File: src/sv/ephr_pkg.sv
// Package for the edge-to-PCM hold resampler: sizes, register indexes,
// reset values and step counts of the serial mapping unit.
// No dependencies.
package ephr_pkg;

    localparam int EVENT_DEPTH = 16;
    localparam int EV_IDX_W    = $clog2(EVENT_DEPTH);
    localparam int EV_CNT_W    = $clog2(EVENT_DEPTH + 1);

    localparam int CYCLE_W = 64;
    localparam int LEVEL_W = 16;
    localparam int CLK_W   = 32;
    localparam int RATE_W  = 18;
    localparam int SAMP_W  = 16;
    localparam int DROP_W  = 32;

    localparam int CFG_IDX_W  = 2;
    localparam int CFG_DATA_W = 32;

    localparam logic [CFG_IDX_W-1:0] CFG_CLOCK_HZ = 2'd0;
    localparam logic [CFG_IDX_W-1:0] CFG_OUT_RATE = 2'd1;
    localparam logic [CFG_IDX_W-1:0] CFG_FRAME_LIM = 2'd2;

    localparam logic [CLK_W-1:0]  CLOCK_HZ_RST  = 32'd3500000;
    localparam logic [RATE_W-1:0] OUT_RATE_RST  = 18'd48000;
    localparam logic [SAMP_W-1:0] FRAME_LIM_RST = 16'd4799;

    localparam logic REQ_EVENT   = 1'b0;
    localparam logic REQ_ADVANCE = 1'b1;

    // One multiplier bit and one quotient bit per cycle.
    localparam int MUL_STEPS = RATE_W;
    localparam int DIV_STEPS = CYCLE_W;
    localparam int STEP_W    = $clog2(DIV_STEPS);

    localparam int S_TDATA_W = LEVEL_W + CYCLE_W;
    localparam int M_TDATA_W = 3 * SAMP_W + DROP_W;

endpackage

File: src/sv/edge_to_pcm_hold_resampler_core.sv
// Edge-to-PCM hold resampler: event queue, serial cycle-to-sample mapping
// unit (shift-add multiply, restoring divide) and run emission sequencer.
// Depends on ephr_pkg.
//
// s_ channel: one transfer per request; s_tuser = req_type (0 = level change,
//   1 = advance), s_tdata = {cycle, level}. A level change is queued (up to
//   EVENT_DEPTH); on a full queue drop it, count it and adopt its level.
//   An advance maps its target cycle to a sample count, (cycle * rate mod 2^64)
//   / clock, and emits one hold run per queued event plus a final run.
// m_ channel: m_tdata = {dropped_total, run_level, run_length, run_offset},
//   m_tlast = last run of the advance, m_tuser = frame clamped.
// cfg_ channel: always ready; cfg_index selects clock, rate or frame limit.
// Sequence: each mapping uses the one shared unit for 18 multiply and 64 divide
//   steps, then the ST_POST and ST_SEL compare states. An advance holds s_tready
//   low until done: it maps its target, then reads each queued event (ST_RD, ST_LOAD),
//   maps it and emits the run ending there; one with no elapsed sample gives no run.
// Reset (aresetn low, synchronous): queue empty, held level, sample count and
//   drop count zero, registers at their defaults.
// Stall: a run waits in the output register while m_tready is low; hold the
//   sequencer at the next emission, which adds those cycles to the advance.
module edge_to_pcm_hold_resampler_core
    import ephr_pkg::*;
(
    input  logic                   aclk,
    input  logic                   aresetn,
    input  logic                   s_tvalid,
    output logic                   s_tready,
    input  logic [S_TDATA_W-1:0]   s_tdata,   // [15:0] level, [79:16] cycle
    input  logic                   s_tuser,   // [0] req_type
    output logic                   m_tvalid,
    input  logic                   m_tready,
    output logic [M_TDATA_W-1:0]   m_tdata,   // [15:0] run_offset, [31:16] run_length,
                                              // [47:32] run_level, [79:48] dropped_total
    output logic                   m_tlast,
    output logic                   m_tuser,   // [0] frame_clamped
    input  logic                   cfg_valid,
    output logic                   cfg_ready,
    input  logic [CFG_IDX_W-1:0]   cfg_index,
    input  logic [CFG_DATA_W-1:0]  cfg_data
);

    localparam logic [3:0] ST_IDLE = 4'd0;
    localparam logic [3:0] ST_MUL  = 4'd1;
    localparam logic [3:0] ST_DIV  = 4'd2;
    localparam logic [3:0] ST_POST = 4'd3;
    localparam logic [3:0] ST_SEL  = 4'd4;
    localparam logic [3:0] ST_RD   = 4'd5;
    localparam logic [3:0] ST_LOAD = 4'd6;
    localparam logic [3:0] ST_EMIT = 4'd7;
    localparam logic [3:0] ST_LAST = 4'd8;

    // Configuration
    logic [CLK_W-1:0]   clk_hz_reg;
    logic [RATE_W-1:0]  rate_reg;
    logic [SAMP_W-1:0]  limit_reg;

    // Persistent state
    logic [3:0]          state_reg;
    logic [EV_CNT_W-1:0] count_reg;
    logic [LEVEL_W-1:0]  held_reg;
    logic [LEVEL_W-1:0]  last_q_lvl_reg;   // level of the newest queued event
    logic [CYCLE_W-1:0]  done_reg;
    logic [DROP_W-1:0]   drop_reg;

    // Event queue memory
    logic [CYCLE_W-1:0]  mem_cyc [EVENT_DEPTH];
    logic [LEVEL_W-1:0]  mem_lvl [EVENT_DEPTH];
    logic [EV_IDX_W-1:0] rd_addr_reg;
    logic [CYCLE_W-1:0]  rd_cyc_reg;
    logic [LEVEL_W-1:0]  rd_lvl_reg;

    // Shared mapping unit
    logic [CYCLE_W-1:0]  quo_reg;      // product, then quotient
    logic [CYCLE_W-1:0]  mcand_reg;
    logic [RATE_W-1:0]   mplier_reg;
    logic [CLK_W-1:0]    rem_reg;
    logic [STEP_W-1:0]   step_reg;
    logic                tgt_reg;      // mapping the advance target
    logic [CYCLE_W-1:0]  diff_reg;
    logic                gt_reg;

    // Advance context
    logic [CYCLE_W-1:0]  cyc_reg;
    logic [CYCLE_W-1:0]  now_reg;
    logic [SAMP_W-1:0]   frame_reg;
    logic                clamped_reg;
    logic [SAMP_W-1:0]   run_start_reg;
    logic [LEVEL_W-1:0]  run_lvl_reg;
    logic [SAMP_W-1:0]   idx_reg;
    logic [LEVEL_W-1:0]  ev_lvl_reg;
    logic [EV_CNT_W-1:0] ev_i_reg;

    // Output register
    logic                m_tvalid_reg;
    logic [M_TDATA_W-1:0] m_tdata_reg;
    logic                m_tlast_reg;
    logic                m_tuser_reg;

    // Combinational helpers
    logic [CYCLE_W-1:0]  quo_next;
    logic [CLK_W-1:0]    rem_next;
    logic [CLK_W:0]      rem_shift;
    logic                div_ge;
    logic [CYCLE_W:0]    sub_full;
    logic [SAMP_W-1:0]   bound;
    logic [SAMP_W-1:0]   clamp_next;
    logic [EV_CNT_W-1:0] ev_i_next;
    logic                out_free;
    logic                s_acc;
    logic [LEVEL_W-1:0]  in_level;
    logic [CYCLE_W-1:0]  in_cycle;

    assign in_level  = s_tdata[LEVEL_W-1:0];
    assign in_cycle  = s_tdata[S_TDATA_W-1:LEVEL_W];
    assign s_tready  = (state_reg == ST_IDLE);
    assign s_acc     = s_tvalid && s_tready;
    assign cfg_ready = 1'b1;
    assign out_free  = !m_tvalid_reg || m_tready;
    assign ev_i_next = ev_i_reg + 1'b1;

    // Restoring divide step: one quotient bit per cycle. A zero divisor
    // yields all ones, which is the wanted result.
    always_comb begin
        rem_shift = {rem_reg, quo_reg[CYCLE_W-1]};
        div_ge    = (rem_shift >= {1'b0, clk_hz_reg});
        rem_next  = div_ge ? CLK_W'(rem_shift - {1'b0, clk_hz_reg}) : rem_shift[CLK_W-1:0];
        if (state_reg == ST_MUL) begin
            quo_next = mplier_reg[0] ? quo_reg + mcand_reg : quo_reg;
        end else begin
            quo_next = {quo_reg[CYCLE_W-2:0], div_ge};
        end
    end

    assign sub_full = {1'b0, quo_reg} - {1'b0, done_reg};

    // Clamp the difference to the frame limit (target) or frame length (event).
    always_comb begin
        bound = tgt_reg ? limit_reg : frame_reg;
        if ((diff_reg[CYCLE_W-1:SAMP_W] != '0) || (diff_reg[SAMP_W-1:0] > bound)) begin
            clamp_next = bound;
        end else begin
            clamp_next = diff_reg[SAMP_W-1:0];
        end
    end

    // Queue memory: write on accepted event, registered read.
    always_ff @(posedge aclk) begin
        if (s_acc && s_tuser == REQ_EVENT && count_reg < EV_CNT_W'(EVENT_DEPTH)) begin
            mem_cyc[count_reg[EV_IDX_W-1:0]] <= in_cycle;
            mem_lvl[count_reg[EV_IDX_W-1:0]] <= in_level;
        end
        rd_cyc_reg <= mem_cyc[rd_addr_reg];
        rd_lvl_reg <= mem_lvl[rd_addr_reg];
    end

    // Configuration writes; indexes beyond the list are ignored.
    always_ff @(posedge aclk) begin
        if (!aresetn) begin
            clk_hz_reg <= CLOCK_HZ_RST;
            rate_reg   <= OUT_RATE_RST;
            limit_reg  <= FRAME_LIM_RST;
        end else if (cfg_valid && cfg_ready) begin
            case (cfg_index)
                CFG_CLOCK_HZ:  clk_hz_reg <= cfg_data[CLK_W-1:0];
                CFG_OUT_RATE:  rate_reg   <= cfg_data[RATE_W-1:0];
                CFG_FRAME_LIM: limit_reg  <= cfg_data[SAMP_W-1:0];
                default: ;
            endcase
        end
    end

    // Sequencer and datapath
    always_ff @(posedge aclk) begin
        if (!aresetn) begin
            state_reg    <= ST_IDLE;
            count_reg    <= '0;
            held_reg     <= '0;
            done_reg     <= '0;
            drop_reg     <= '0;
            m_tvalid_reg <= 1'b0;
        end else begin
            if (m_tvalid_reg && m_tready) begin
                m_tvalid_reg <= 1'b0;
            end
            case (state_reg)
                ST_IDLE: begin
                    if (s_acc) begin
                        if (s_tuser == REQ_EVENT) begin
                            if (count_reg < EV_CNT_W'(EVENT_DEPTH)) begin
                                count_reg      <= count_reg + 1'b1;
                                last_q_lvl_reg <= in_level;
                            end else begin
                                // Queue full: drop, count, adopt the level.
                                drop_reg <= drop_reg + 1'b1;
                                held_reg <= in_level;
                            end
                        end else begin
                            cyc_reg    <= in_cycle;
                            mcand_reg  <= in_cycle;
                            mplier_reg <= rate_reg;
                            quo_reg    <= '0;
                            step_reg   <= '0;
                            tgt_reg    <= 1'b1;
                            state_reg  <= ST_MUL;
                        end
                    end
                end
                ST_MUL: begin
                    quo_reg    <= quo_next;
                    mcand_reg  <= {mcand_reg[CYCLE_W-2:0], 1'b0};
                    mplier_reg <= {1'b0, mplier_reg[RATE_W-1:1]};
                    step_reg   <= step_reg + 1'b1;
                    if (step_reg == STEP_W'(MUL_STEPS - 1)) begin
                        step_reg  <= '0;
                        rem_reg   <= '0;
                        state_reg <= ST_DIV;
                    end
                end
                ST_DIV: begin
                    quo_reg  <= quo_next;
                    rem_reg  <= rem_next;
                    step_reg <= step_reg + 1'b1;
                    if (step_reg == STEP_W'(DIV_STEPS - 1)) begin
                        state_reg <= ST_POST;
                    end
                end
                ST_POST: begin
                    diff_reg  <= sub_full[CYCLE_W-1:0];
                    gt_reg    <= !sub_full[CYCLE_W] && (sub_full[CYCLE_W-1:0] != '0);
                    state_reg <= ST_SEL;
                end
                ST_SEL: begin
                    if (tgt_reg) begin
                        if (!gt_reg) begin
                            // No sample elapsed: adopt the newest level, flush.
                            if (count_reg != '0) begin
                                held_reg <= last_q_lvl_reg;
                            end
                            count_reg <= '0;
                            state_reg <= ST_IDLE;
                        end else begin
                            now_reg       <= quo_reg;
                            frame_reg     <= clamp_next;
                            clamped_reg   <= (diff_reg[CYCLE_W-1:SAMP_W] != '0) ||
                                             (diff_reg[SAMP_W-1:0] > limit_reg);
                            run_start_reg <= '0;
                            run_lvl_reg   <= held_reg;
                            ev_i_reg      <= '0;
                            rd_addr_reg   <= '0;
                            state_reg     <= (count_reg == '0) ? ST_LAST : ST_RD;
                        end
                    end else begin
                        idx_reg   <= gt_reg ? clamp_next : '0;
                        state_reg <= ST_EMIT;
                    end
                end
                ST_RD: begin
                    state_reg <= ST_LOAD;
                end
                ST_LOAD: begin
                    // Late events are taken at the advance target.
                    mcand_reg  <= (rd_cyc_reg > cyc_reg) ? cyc_reg : rd_cyc_reg;
                    ev_lvl_reg <= rd_lvl_reg;
                    mplier_reg <= rate_reg;
                    quo_reg    <= '0;
                    step_reg   <= '0;
                    tgt_reg    <= 1'b0;
                    state_reg  <= ST_MUL;
                end
                ST_EMIT: begin
                    if (out_free) begin
                        m_tvalid_reg  <= 1'b1;
                        m_tdata_reg   <= {drop_reg, run_lvl_reg,
                                          (idx_reg > run_start_reg) ? idx_reg - run_start_reg
                                                                    : SAMP_W'(0),
                                          run_start_reg};
                        m_tlast_reg   <= 1'b0;
                        m_tuser_reg   <= clamped_reg;
                        run_start_reg <= idx_reg;
                        run_lvl_reg   <= ev_lvl_reg;
                        ev_i_reg      <= ev_i_next;
                        rd_addr_reg   <= ev_i_next[EV_IDX_W-1:0];
                        state_reg     <= (ev_i_next == count_reg) ? ST_LAST : ST_RD;
                    end
                end
                ST_LAST: begin
                    if (out_free) begin
                        m_tvalid_reg <= 1'b1;
                        m_tdata_reg  <= {drop_reg, run_lvl_reg,
                                         (frame_reg > run_start_reg) ? frame_reg - run_start_reg
                                                                     : SAMP_W'(0),
                                         run_start_reg};
                        m_tlast_reg  <= 1'b1;
                        m_tuser_reg  <= clamped_reg;
                        done_reg     <= now_reg;
                        held_reg     <= run_lvl_reg;
                        count_reg    <= '0;
                        state_reg    <= ST_IDLE;
                    end
                end
                default: begin
                    state_reg <= ST_IDLE;
                end
            endcase
        end
    end

    assign m_tvalid = m_tvalid_reg;
    assign m_tdata  = m_tdata_reg;
    assign m_tlast  = m_tlast_reg;
    assign m_tuser  = m_tuser_reg;

endmodule

File: config.mk
export PLATFORM = sky130hd
export DESIGN_NAME = edge_to_pcm_hold_resampler_core
export DESIGN_NICKNAME = d
export VERILOG_FILES = /design/src/sv/ephr_pkg.sv /design/src/sv/edge_to_pcm_hold_resampler_core.sv
export SDC_FILE = /design/constraint.sdc
export NUM_CORES = 2
export LEC_CHECK = 0
export ABC_CLOCK_PERIOD_IN_PS = 18860
export BUFFER_PORTS_ARGS = -buffer_cell sky130_fd_sc_hd__buf_2
export CORE_ASPECT_RATIO = 0.5
export CORE_UTILIZATION = 30
export CTS_BUF_LIST = sky130_fd_sc_hd__clkbuf_8
export CTS_CLUSTER_DIAMETER = 80
export DETAILED_ROUTE_END_ITERATION = 10
export SLEW_MARGIN = 15
export SYNTH_ARGS = -nofsm -noshare
export SYNTH_HDL_FRONTEND = slang
export SYNTH_SLANG_ARGS = --single-unit
File: constraint.sdc
create_clock -name aclk -period 18.86 [get_ports aclk]
set_input_delay 3.772 -clock aclk [delete_from_list [all_inputs] [get_ports aclk]]
set_output_delay 3.772 -clock aclk [all_outputs]
set_load 0.02 [all_outputs]
* After elaboration in Yosys (flattened, before gate mapping)
Memory sizes are Yosys's and may differ from the RTL's. A register that Yosys moved wholly into a read port is not among the register bits.
Cells that the tools add are included.
** Operators by class
- Muxes and demuxes :: 79
- Reduce and logical (&&, ||, !) cells :: 48
- Order comparisons :: 7
- Bitwise gates (word level) :: 3
- Eq/ne operators :: 27
- Add/sub/neg operators :: 9
** Operator list (count)
- 64-bit two-way mux :: 7
- 64-bit case mux with 3 select lines :: 2
- 16-bit two-way mux :: 17
- 80-bit two-way mux :: 2
- 80-bit case mux with 2 select lines :: 1
- 64-bit by 64-bit subtractor with 65-bit output :: 1
- 64-bit adder :: 1
- 16-bit greater-than comparator :: 4
- 64-bit greater-than comparator :: 1
- 32-bit two-way mux :: 2
- 16-bit case mux with 2 select lines :: 2
- 32-bit case mux with 2 select lines :: 1
- 64-bit nonzero test :: 1
- 18-bit case mux with 3 select lines :: 1
- 4-bit two-way mux :: 13
- 16-bit case mux with 3 select lines :: 1
- 48-bit nonzero test :: 1
- 5-bit two-way mux :: 9
- 18-bit two-way mux :: 2
- 4-bit case mux with 9 select lines :: 1
- 33-bit by 32-bit greater-or-equal comparator with 1-bit output :: 1
- 32-bit by 1-bit adder with 32-bit output, second input constant :: 1
- 16-bit subtractor :: 2
- 32-bit subtractor :: 1
- 41 further kinds :: 98
** Storage, ports and cells
- Input port bits :: 120
- Bits in writable memories :: 1280
- Memories kept :: 2
- Bits in registers :: 754
- Output and inout port bits :: 85
** Memory list
- mem_cyc :: words 16, bits a word 64, read ports 1, clocked after Yosys merged registers in 1, wr ports 1, line edge_to_pcm_hold_resampler_core.sv:66 : logic [CYCLE_W-1:0] mem_cyc [EVENT_DEPTH];
- mem_lvl :: words 16, bits a word 16, read ports 1, clocked after Yosys merged registers in 1, wr ports 1, line edge_to_pcm_hold_resampler_core.sv:67 : logic [LEVEL_W-1:0] mem_lvl [EVENT_DEPTH];

* Logic depth before layout (Yosys ltp)
- Depth in word-level cells :: 6
- Depth in mapped cells :: 17
- Mapped depth without buffers :: 16

* Least setup slack after synthesis
No wires, ideal clock.
- Path kind :: input-to-reg
- From :: input s_tuser
- To :: memory mem_cyc[1][0] (enable)
- Setup slack :: 8.242 ns
- Library setup time :: 0.616 ns
- Data arrival time :: 10.001 ns
- Stages on the path :: 4
- Path through :: clkbuf_1 > nor3_1 > nand2_1 > nor3_1
** Between the ends
- Longest elaborated chain between the ends :: 5
** Ends and longest elaborated chain
- start, declared :: line edge_to_pcm_hold_resampler_core.sv:29 : input logic s_tuser,
- 1-bit NOT (no source line)
- 1-bit logical AND (2 in a row) :: line edge_to_pcm_hold_resampler_core.sv:148 : if (s_acc && s_tuser == REQ_EVENT && count_reg < EV_CNT_W'(EVENT_DEPTH)) begin
- 1-bit two-way mux :: line edge_to_pcm_hold_resampler_core.sv:148
- 1-bit two-way mux (not written as such) :: line edge_to_pcm_hold_resampler_core.sv:149 : mem_cyc[count_reg[EV_IDX_W-1:0]] <= in_cycle;
- end, declared :: line edge_to_pcm_hold_resampler_core.sv:66
No other way between the ends.

* Worst setup path after layout
- From :: register state_reg[0]
- To :: output s_tready
** Between the ends
- Longest elaborated chain between the ends :: 1
** Ends and longest elaborated chain
- start, declared :: line edge_to_pcm_hold_resampler_core.sv:58 : logic [3:0] state_reg;
- start signal, assigned :: line edge_to_pcm_hold_resampler_core.sv:250 : state_reg <= (count_reg == '0) ? ST_LAST : ST_RD;
- start signal, assigned :: line edge_to_pcm_hold_resampler_core.sv:283 : state_reg <= (ev_i_next == count_reg) ? ST_LAST : ST_RD;
- 4-bit zero test :: line edge_to_pcm_hold_resampler_core.sv:115 : assign s_tready = (state_reg == ST_IDLE);
- end, declared :: line edge_to_pcm_hold_resampler_core.sv:27 : output logic s_tready,
No other way between the ends.

==> results.md <==
- Top Ports: 205
- Area contributors post-synth: edfxtp_1 60%, mux4_2 9.8%, dfxtp_1 5.9%
- Syn_nets: 6467
- Slew Viols, Final: 0
- Routed wire per std cell: 21.2 um
- Cells after DPL: 10100
- Placer congestion estimate: 0.848
- CP startpoint: state_reg[0]$_SDFFE_PN0P_
- Hold Vio Cnt, Final: 0
- Number of global-route vias before repair: 52200
- Initial DRC count: 4975
- Initial antenna violation count: 67
- Post-Layout Cell Count: 10700
- Total Routing Usage GR: 0.144
- Max reg flops: 1024
- Total grt overflow: 0
- Layout cells sized above 1: 0.181
- Post-synth top cells: 1842 x edfxtp_1, 589 x nand2_1, 400 x mux4_2
- Cts bufs inserted: 344
- Fin crit period: 6.10 ns
- Leakage: 35.7 nW
- Antenna Nets Post-Route: 0
- Area leader, netlist: edfxtp_1
- Place WS: 11.83 ns
- Power density over cell area: 105 nW/um^2
- Post-synth ARST share: 0
- Flops & latches, synth: 2110
- Peak supply drop: 0.0543 mV
- Area share of the largest cell type after synthesis: 0.605
- Synth Flop Type: edfxtp_1
- Largest net degree at the start of global routing: 90
- TritonCTS clock tree: done
- Mapped Cells: 6047
- Final HPWL DP: 151000 um
- Die ar.: 307000 um^2
- Skew final: 0.119 ns
- Initial Util: 0.304
- CTS root buffer: clkbuf_8
- Hold slack final: 0.400 ns
- Vias/cell: 4.94
- Area Growth Syn to Fin: 13.6%
- Highest net fanout along the worst path: 10
- FMAX: 164 MHz
- Net count, final: 6839
- Worst R2R Start: cyc_reg[1]$_DFFE_PP_
- # setup viols final: 0
- Slowest stage delay, CP: 0.40 ns
- Slew HR: 0.212
- WS Path Type: reg2out
- Hold Path Class: reg2reg
- Hold_buf cts: 0
- CP Cell Sequence: nor2_1 -> nand2_1 -> inv_2 -> buf_2
- CTS H-Tree Depth: 5
- Worst-margin pin slew: 1.18 ns
- Setup Fix Bufs, Post-CTS: 0
- Post-Route WL: 228000 um
- Hold Path Origin: rd_lvl_reg[8]$_DFF_P_
- Setup TNS: 0 ns
- Reg2Reg Setup Slack: 13.55 ns
- Post-cts sizing count: 0
- Synthesized cell area: 91500 um^2
- Most common cell in the netlist: edfxtp_1
- Syn. warnings: 0
- Startpoint types: flip-flop
- Slowest CP cell: nor2_1
- DRC Markers: 0
- Die Span X: 783 um
- Crit path required time: 15.09 ns
- Crit end category: output port
- Buf+Inv Stages, Crit Path: 2
- Post-synth EDFFs: 1842
- Core outline area: 301000 um^2
- Syn_area_per_cell: 15.1 um^2
- Clock latency on the worst-skew pair: 1.06 ns
- Max Buffers Root-to-Sink: 4
- CTS clk-pin slew, worst paths: 0.06 ns
- CP arrival: 2.33 ns
- MaxCap Viol Count: 0
- IO buf count: 203
- CP top delay family: simple AND/OR/NAND/NOR gates
- Die H: 392 um
- Unique masters post-synth: 101
- Sequential cell area fraction in the yosys report: 0.663
- Initial DRT Pass Iterations: 6
- Status: completed
- Final Cycle Share: 0.324
- Row count: 142
- Clock Sinks: 2110
- Final setup margin: 12.76 ns
- RSZ-0062 raised after global routing: false
- Via Count: 53000
- First-pass GRT wire length: 337000 um
-- cells by family (layout without fill, tap and decap cells) --
| group | after synthesis | after routing | synth area share |
|---|---|---|---|
| adder cells (fa/ha/maj) | 300 | 300 | 0.0414 |
| flip-flops | 2110 | 2110 | 0.663 |
| AO/OA/AOI/OAI | 1084 | 1084 | 0.0764 |
| multiplexers | 527 | 527 | 0.112 |
| XOR/XNOR | 195 | 195 | 0.0187 |
| buffers and inverters | 544 | 1185 | 0.0228 |
| AND/OR/NAND/NOR | 1286 | 1286 | 0.0650 |
| other | 1 | 27 | 0.0000410 |
-- where the power goes --
| group | internal [mW] | leakage (nW) | switching (mW) |
|---|---|---|---|
| registers | 5.33 | 19.0 | 0.122 |
| logic | 0.622 | 13.0 | 1.08 |
| clock network | 1.99 | 3.81 | 1.79 |
-- cell type report --
type                       instances  area, um^2
clock buffer                     392        5400
antenna                           26        65.1
tap                             4032        5040
inverter                         284        1070
multi-input combinational       3393       28900
timing repair buffer             286        1660
sequential                      2110       60700
fill                           28900      197000
clock inverter                   223        1100
-- placed cells by master (no fill, tap or decap), types with 29 or more instances in the layout --
| cell | count |
|---|---|
| edfxtp_1 | 1842 |
| nand2_1 | 587 |
| inv_1 | 412 |
| mux4_2 | 400 |
| clkbuf_8 | 392 |
| a21oi_1 | 311 |
| ha_1 | 295 |
| dfxtp_1 | 268 |
| o21ai_0 | 236 |
| nor2_1 | 215 |
| buf_2 | 203 |
| a21o_1 | 135 |
| mux2i_1 | 122 |
| xnor2_1 | 104 |
| xor2_1 | 91 |
| a22oi_1 | 81 |
| buf_4 | 81 |
| nand3_1 | 68 |
| and2_1 | 58 |
| nand4_1 | 57 |
| nor3_1 | 51 |
| clkinv_1 | 48 |
| nor2b_1 | 42 |
| and3_1 | 35 |
| nand2b_1 | 31 |
| nor4_1 | 30 |
| o21a_1 | 29 |
-- stage by stage --
stage               power, mW  instance area, um^2  utilization
finish                   10.9               104000        0.345
global route             11.4               104000        0.345
CTS                      11.0               104000        0.345
detailed placement       7.23                97400        0.323
global placement         7.21                97400        0.323
floorplan                6.72                91500            -
-- routing by layer --
metal | global-route usage | part of all wire | vias up
met3 | 0.0309 | 0.076 | 380
met1 | 0.204 | 0.45 | 26700
met5 | 0 | 0 | -
li1 | - | - | 24200
met2 | 0.223 | 0.45 | 1811
met4 | 0.0427 | 0.026 | 0
-- worst register-to-register path: stages (launching register included) --
cell	delay [ns]
edfxtp_1	0.39
inv_1	0.07
ha_1	0.23
nor2b_1	0.14
o21a_1	0.16
o21ai_0	0.15
a21oi_1	0.10
o311a_1	0.34
o41ai_1	0.60
a21oi_1	0.22
o31ai_1	0.43
a31oi_1	0.21
o21ai_4	0.66
buf_4	0.78
mux2i_1	0.39
o21ai_0	0.10
-- path summary, 6_finish.rpt --
check,cells after the start,to
worst min register to register,0,ev_lvl_reg[8]$_DFFE_PP_
worst max register to register,15,mcand_reg[14]$_DFFE_PP_
worst max-delay path,4,s_tready
worst min-delay path,0,ev_lvl_reg[8]$_DFFE_PP_
Power figures use the tool's default switching activity.
